==> src/hdl/cau_pkg.sv <==
package cau_pkg;

  localparam int DATA_WIDTH_DEF = 16;
  localparam int FRAC_BITS_DEF  = 8;

  typedef enum logic [1:0] {
    OP_ADD = 2'd0,
    OP_SUB = 2'd1,
    OP_MUL = 2'd2,
    OP_DIV = 2'd3
  } op_t;

  localparam logic [1:0] ST_OK   = 2'd0;
  localparam logic [1:0] ST_SAT  = 2'd1;
  localparam logic [1:0] ST_DIVZ = 2'd2;

  // Per-request control flags that travel beside the magnitudes
  typedef struct packed {
    logic is_div;
    logic zero;
    logic neg_re;
    logic neg_im;
    logic ovf_re;
    logic ovf_im;
  } ctl_t;

endpackage

==> src/hdl/cau_front.sv <==
module cau_front #(
  parameter int DATA_WIDTH = cau_pkg::DATA_WIDTH_DEF,
  parameter int FRAC_BITS  = cau_pkg::FRAC_BITS_DEF
) (
  input  logic                          clk,
  input  logic                          rst,
  input  logic                          in_valid,
  output logic                          in_ready,
  input  logic [1:0]                    kind,
  input  logic signed [DATA_WIDTH-1:0]  a_re,
  input  logic signed [DATA_WIDTH-1:0]  a_im,
  input  logic signed [DATA_WIDTH-1:0]  b_re,
  input  logic signed [DATA_WIDTH-1:0]  b_im,
  output logic                          out_valid,
  input  logic                          out_ready,
  output cau_pkg::ctl_t                 ctl,
  output logic [2*DATA_WIDTH-1:0]       mag_re,
  output logic [2*DATA_WIDTH-1:0]       mag_im,
  output logic [2*DATA_WIDTH-1:0]       den
);
  localparam int PW = 2 * DATA_WIDTH;
  localparam int SW = 2 * DATA_WIDTH + 1;

  // stage A: products
  logic                  va;
  cau_pkg::op_t          op_a;
  logic signed [DATA_WIDTH-1:0] ar_a, ai_a, br_a, bi_a;
  logic signed [PW-1:0]  p_rr, p_ii, p_ri, p_ir, p_br2, p_bi2;
  logic                  rdy_a, rdy_b;

  // stage B: sums, sign and magnitude
  logic                  vb;
  logic signed [SW-1:0]  s_re, s_im;
  logic                  n_re, n_im;
  logic [PW-1:0]         m_re, m_im, d_sum;
  logic                  is_div;

  assign rdy_b    = !vb || out_ready;
  assign rdy_a    = !va || rdy_b;
  assign in_ready = rdy_a;

  always_ff @(posedge clk) begin
    if (rst) begin
      va <= 1'b0;
    end else if (rdy_a) begin
      va <= in_valid;
    end
    if (rdy_a && in_valid) begin
      op_a  <= cau_pkg::op_t'(kind);
      ar_a  <= a_re;
      ai_a  <= a_im;
      br_a  <= b_re;
      bi_a  <= b_im;
      p_rr  <= a_re * b_re;
      p_ii  <= a_im * b_im;
      p_ri  <= a_re * b_im;
      p_ir  <= a_im * b_re;
      p_br2 <= b_re * b_re;
      p_bi2 <= b_im * b_im;
    end
  end

  always_comb begin
    unique case (op_a)
      cau_pkg::OP_ADD: begin
        s_re = SW'(ar_a) + SW'(br_a);
        s_im = SW'(ai_a) + SW'(bi_a);
      end
      cau_pkg::OP_SUB: begin
        s_re = SW'(ar_a) - SW'(br_a);
        s_im = SW'(ai_a) - SW'(bi_a);
      end
      cau_pkg::OP_MUL: begin
        s_re = SW'(p_rr) - SW'(p_ii);
        s_im = SW'(p_ri) + SW'(p_ir);
      end
      default: begin
        s_re = SW'(p_rr) + SW'(p_ii);
        s_im = SW'(p_ir) - SW'(p_ri);
      end
    endcase
    n_re  = s_re[SW-1];
    n_im  = s_im[SW-1];
    m_re  = n_re ? PW'(-s_re) : PW'(s_re);
    m_im  = n_im ? PW'(-s_im) : PW'(s_im);
    // multiply truncates the magnitude, i.e. toward zero
    if (op_a == cau_pkg::OP_MUL) begin
      m_re = m_re >> FRAC_BITS;
      m_im = m_im >> FRAC_BITS;
    end
    d_sum  = PW'(p_br2) + PW'(p_bi2);
    is_div = (op_a == cau_pkg::OP_DIV);
  end

  always_ff @(posedge clk) begin
    if (rst) begin
      vb <= 1'b0;
    end else if (rdy_b) begin
      vb <= va;
    end
    if (rdy_b && va) begin
      ctl.is_div <= is_div;
      ctl.zero   <= is_div && (d_sum == '0);
      ctl.neg_re <= n_re;
      ctl.neg_im <= n_im;
      ctl.ovf_re <= 1'b0;
      ctl.ovf_im <= 1'b0;
      mag_re     <= m_re;
      mag_im     <= m_im;
      den        <= d_sum;
    end
  end

  assign out_valid = vb;

endmodule

==> config.mk <==
export PLATFORM = sky130hd
export DESIGN_NAME = cau_front
export DESIGN_NICKNAME = d
export VERILOG_FILES = /design/src/hdl/cau_pkg.sv /design/src/hdl/cau_front.sv
export SDC_FILE = /design/constraint.sdc
export NUM_CORES = 2
export LEC_CHECK = 0
export BUFFER_PORTS_ARGS = -buffer_cell sky130_fd_sc_hd__buf_2
export CAP_MARGIN = 20
export CELL_PAD_IN_SITES_DETAIL_PLACEMENT = 1
export CELL_PAD_IN_SITES_GLOBAL_PLACEMENT = 1
export CORE_MARGIN = 10
export CORE_UTILIZATION = 47
export CTS_BUF_LIST = sky130_fd_sc_hd__clkbuf_8 sky130_fd_sc_hd__clkbuf_16
export CTS_CLUSTER_SIZE = 20
export DETAILED_ROUTE_END_ITERATION = 7
export MAX_ROUTING_LAYER = met4
export PLACE_DENSITY_LB_ADDON = 0.1
export SLEW_MARGIN = 15
export SYNTH_ARGS = -nofsm -noshare
export SYNTH_HDL_FRONTEND = slang
export SYNTH_SLANG_ARGS = --single-unit
export TNS_END_PERCENT = 20
==> constraint.sdc <==
create_clock -name clk -period 6.7 [get_ports clk]
set_input_delay 0.335 -clock clk [delete_from_list [all_inputs] [get_ports clk]]
set_output_delay 0.335 -clock clk [all_outputs]
set_load 0.01 [all_outputs]
== After elaboration in Yosys (flattened, before gate mapping) ==
Index checks and enable logic that the tools add are counted.

* $add $sub $neg: 11
* Multiply operators: 6
* Equality and inequality tests: 3
* Mux-type cells: 6
* Reduce and logical (&&, ||, !) cells: 9

{| class="wikitable"
|+ Operators by type and width
! kind !! count
|-
| $pmux W33 S3 || 2
|-
| $mul A16 B16 Y32 || 6
|-
| $add A32 B32 Y33 || 2
|-
| $sub A32 B32 Y33 || 2
|-
| $mux W32 || 2
|-
| $neg A32 Y32 || 2
|-
| $mux W24 || 2
|-
| $add A16 B16 Y17 || 2
|-
| $sub A16 B16 Y17 || 2
|-
| $add A32 B32 Y32 || 1
|-
| $logic_not A32 Y1 || 1
|-
| $eq A2 B2 Y1 const B || 2
|-
| $logic_and A1 B1 Y1 || 3
|-
| $eq A2 B1 Y1 const B || 1
|-
| $logic_not A1 Y1 || 2
|-
| $logic_not A2 Y1 || 1
|-
| $logic_or A1 B1 Y1 || 2
|}

* Register bits after elaboration: 360
* Output and inout port bits: 104
* Word-level logic and storage cells: 57

== Longest topological paths before layout ==
* Word-level depth: 5
* Gate-level depth with buffers: 29
* Mapped depth without buffers: 27

== Worst setup path before layout ==
No wires, ideal clock.

* Kind: register to register
* Start point: register vb (netlist: out_valid)
* End point: register ai_a[0], enable pin
* Library setup time: 0.649 ns
* Arrival: 6.427 ns
* Required time: 6.051 ns
* Slack: -0.375 ns
* Cell stages (with the launch flop): 4
* Path through: dfxtp_1 nor2b_1 nand2_1 and2_1

* Word-level cells in the longest chain between the ends: 4

{| class="wikitable"
|+ Ends and longest elaborated chain
! what !! RTL line !! source
|-
| start, declared || cau_front.sv:32 || <nowiki>logic vb;</nowiki>
|-
| start signal, assigned || cau_front.sv:99 || <nowiki>vb <= va;</nowiki>
|-
| $logic_not A1 Y1 || cau_front.sv:38 || <nowiki>assign rdy_b = !vb || out_ready;</nowiki>
|-
| $logic_or A1 B1 Y1 || cau_front.sv:38 ||
|-
| $logic_or A1 B1 Y1 || cau_front.sv:39 || <nowiki>assign rdy_a = !va || rdy_b;</nowiki>
|-
| via in_ready || cau_front.sv:8 || <nowiki>output logic in_ready,</nowiki>
|-
| $logic_and A1 B1 Y1 || cau_front.sv:48 || <nowiki>if (rdy_a && in_valid) begin</nowiki>
|-
| end signal, assigned || cau_front.sv:51 || <nowiki>ai_a <= a_im;</nowiki>
|-
| end, declared || cau_front.sv:27 || <nowiki>logic signed [DATA_WIDTH-1:0] ar_a, ai_a, br_a, bi_a;</nowiki>
|}

The timed path passes the listed nets, and every way through them passes these cells.
A chain may end at the register's enable or synchronous reset.

== Worst setup path in the final report ==
* Start point: register p_ii[12]
* End point: register mag_re[13], data pin

* Word-level cells in the longest chain between the ends: 5
* Elaborated cells between the ends (all ways): 6
* Classes of those cells: add/sub: 3; mux: 3

{| class="wikitable"
|+ Ends and longest elaborated chain
! what !! RTL line !! source
|-
| start, declared || cau_front.sv:28 || <nowiki>logic signed [PW-1:0] p_rr, p_ii, p_ri, p_ir, p_br2, p_bi2;</nowiki>
|-
| start signal, assigned || cau_front.sv:55 || <nowiki>p_ii <= a_im * b_im;</nowiki>
|-
| $add A32 B32 Y33 / $sub A32 B32 Y33 (equally long branches) || cau_front.sv:78, cau_front.sv:74 ||
|-
| $pmux W33 S3 (*) || cau_front.sv:64 || <nowiki>unique case (op_a)</nowiki>
|-
| $neg A32 Y32 || cau_front.sv:84 || <nowiki>m_re = n_re ? PW'(-s_re) : PW'(s_re);</nowiki>
|-
| $mux W32 (*) || cau_front.sv:84 ||
|-
| $mux W24 (*) || cau_front.sv:87 || <nowiki>if (op_a == cau_pkg::OP_MUL) begin</nowiki>
|-
| via m_re[13] || cau_front.sv:35 || <nowiki>logic [PW-1:0] m_re, m_im, d_sum;</nowiki>
|-
| end signal, assigned || cau_front.sv:108 || <nowiki>mag_re <= m_re;</nowiki>
|-
| end, declared || cau_front.sv:17 || <nowiki>output logic [2*DATA_WIDTH-1:0] mag_re,</nowiki>
|}

Mark *: on every way through the listed nets, which the timed path passes. The rest lies on a longest branch.

==> out/results.txt <==
Final Cell Area: 90600 µm²
Fin Hold WS: 77.7 ps
clock slew at reported path FFs: 60 ps
Setup-failing EPs final: 0
HP Class: in -> reg
Routed Wire Length: 260000 µm
Netlist cell types: 85
P&R area growth vs syn: 14.0%
htree depth: 2
Cell Rows: 150
DPL Wire Length: 224000 µm
Setup Buffers After CTS: 0
layout cells sized above 1: 12.6%
Root Buffer: clkbuf_16
Post-synth ARST share: 0%
initial antenna violation count: 25
Max Clock Skew: 93.1 ps
Final Max Slew Viols: 0
Final nets: 11444
placed inst area: 88600 µm²
Final Cycle Share: 96.0%
die width: 431 µm
CP startpoint kind: register
crit path max fanout: 13
initial core utilization: 47.4%
fill count: 19087
remaining antenna violation count: 0
vias in the first global route: 68876
FMAX: 156 MHz
routability congestion estimate: 0.954
drt pass-1 iters: 5
YS warnings: 0
critical path class: reg -> reg
first-pass GRT wire length: 408000 µm
max cap viols: 0
Place WS: -676 ps
FF+latch count, synth: 356
post-synthesis cell area: 79500 µm²
Clock Sink Count: 356
Longest Clk Path Bufs: 3
Avg Cell Area, Syn: 9.39 µm²
average wire per standard cell: 22.8 µm
DRT iter0 DRCs: 3452
relative slew slack: 25.3%
CTS tree: done
status: completed
setup TNS: 0 ps
Hold Vio Cnt, Final: 0
CTS Buf Count: 51
grt ovf: 0
die footprint: 186000 µm²
I/O pin cnt: 174
via count: 61494
Syn Inst Count: 8468
required time of the critical path: 7260 ps
Least-Margin Pin Slew: 1120 ps
crit path DAT: 6990 ps
largest net degree at the start of global routing: 136
core area: 168000 µm²
Setup WS post-layout: 271 ps
Port Buffer Count: 171
DR vias/cell: 5.38
die height: 431 µm
Top FF cell, synth: edfxtp_1
register area share after synthesis: 13.4%
type of destination of the critical path: register
Post-route DRC: 0
Final Critical Period: 6430 ps
Post-synth EDFFs: 354
GR Util All Layers: 29.1%
worst skew pair latency: 730 ps
-- final timing paths --
kind | end | start | slack, ps | cells after the start
max reg2reg | mag_re[13] | p_ii[12] | 270 | 21
max | mag_re[13] | p_ii[12] | 270 | 21
min | br_a[14] | b_re[14] | 80 | 2
min reg2reg | va | va | 560 | 2
-- timing repair --
item                                    4_1_cts  5_1_grt
resized for setup                             0       36
hold buffers                                 11        0
endpoints found under the hold margin        10        0
endpoints found under the setup margin        0       37
-- synth_stat cells, types with 18 or more instances --
cell type  instances  area, µm²
nand4_1           25        156
a21oi_1          286       1430
or2_2             25        156
nand2_1          821       3080
o21ai_0          171        856
or4_1             21        158
ha_1             679       8500
inv_1           1867       7010
nand3_1           75        375
o211ai_1          23        173
a211oi_1          34        255
xnor2_1          294       2570
o31ai_1           39        293
a21o_1           105        788
or3_1             26        163
o21bai_1          27        203
and3_1            29        181
nor4_1            23        144
and2_1           590       3690
nor2_1           377       1420
nand2b_1          71        444
o21a_1            52        390
a31oi_1           39        244
nor3_1            92        460
edfxtp_1         354      10600
xor2_1           148       1300
nor2b_1           43        269
fa_1            1520      30400
o41ai_1           18        158
mux2i_1           38        380
clkbuf_1         326       1220
-- final cells by class --
cell class / instances / area (µm²) / share of cell area [%]
multi-input cells: 5900 / 60700 / 67.0
clock inverters: 43 / 509 / 0.562
repair buffers: 997 / 7670 / 8.47
diodes: 12 / 30.0 / 0.0331
clock buffers: 51 / 1280 / 1.41
flip-flops and latches: 356 / 10700 / 11.8
well taps: 2204 / 2760 / 3.04
inverters: 1869 / 7020 / 7.74
-- flip-flops by register name, indices dropped and copies added (netlist names) --
register	flops
ai_a	16
ar_a	16
bi_a	16
br_a	16
ctl	4
den	32
mag_im	32
mag_re	32
op_a	2
out_valid	1
p_bi2	30
p_br2	30
p_ii	32
p_ir	32
p_ri	32
p_rr	32
va	1
-- logic make-up after synthesis --
kind of cell             count (synthesis)  synth area share (%)
AND/OR/NAND/NOR                       2259                  13.9
buffers and inverters                 2213                  10.5
adder cells (fa/ha/maj)               2199                  48.9
AO/OA/AOI/OAI                          952                  7.84
XOR/XNOR                               442                  4.87
flip-flops                             356                  13.4
multiplexers                            46                 0.592
other                                    1               0.00472
-- metal layers --
layer / wire length (µm) / GRT usage (%)
met4: 11000 / 9.95
met3: 11800 / 2.96
met2: 124000 / 47.1
met5: 0 / -
met1: 113000 / 38.3
-- placed cells by master (no fill, tap or decap), types with 24 or more instances in the layout --
cell,count
or2_2,24
a31oi_1,38
a21o_1,105
a211oi_1,30
clkbuf_16,51
edfxtp_1,354
nand2b_1,71
nor3_1,92
o21a_1,52
nand3_1,75
o21ai_0,169
nor2_1,374
nand4_1,25
o31ai_1,38
buf_12,46
mux2i_1,38
inv_1,1874
buf_4,766
ha_1,679
and2_1,587
and3_1,29
buf_2,170
or3_1,26
xnor2_1,294
a21oi_1,283
fa_1,1519
xor2_1,147
nor2b_1,41
nand2_1,820
o21bai_1,27
-- critical path, cell delays in order (launching register included) --
cell	delay, ps
edfxtp_1	460
or4_1	580
or3_1	410
or4_1	560
or3_1	430
nand2_1	150
xor2_2	320
ha_1	350
nor2b_1	160
nor2_1	190
nand2_1	90
or4_1	530
a31oi_2	350
a21oi_1	150
o21ai_0	320
or2_4	270
inv_1	130
buf_4	190
o31ai_1	90
xor2_1	370
nor2_1	90
a21oi_1	170
-- stage by stage --
step                utilization (%)  std cells
global placement               52.8      11314
global route                   54.1      11426
floorplan                         -       8469
detailed placement             52.8      11315
finish                         54.1      11432
CTS                            54.0      11420
Power is not shown: default switching activity piles up to over one toggle a cycle in this logic, so the estimate is an artifact.
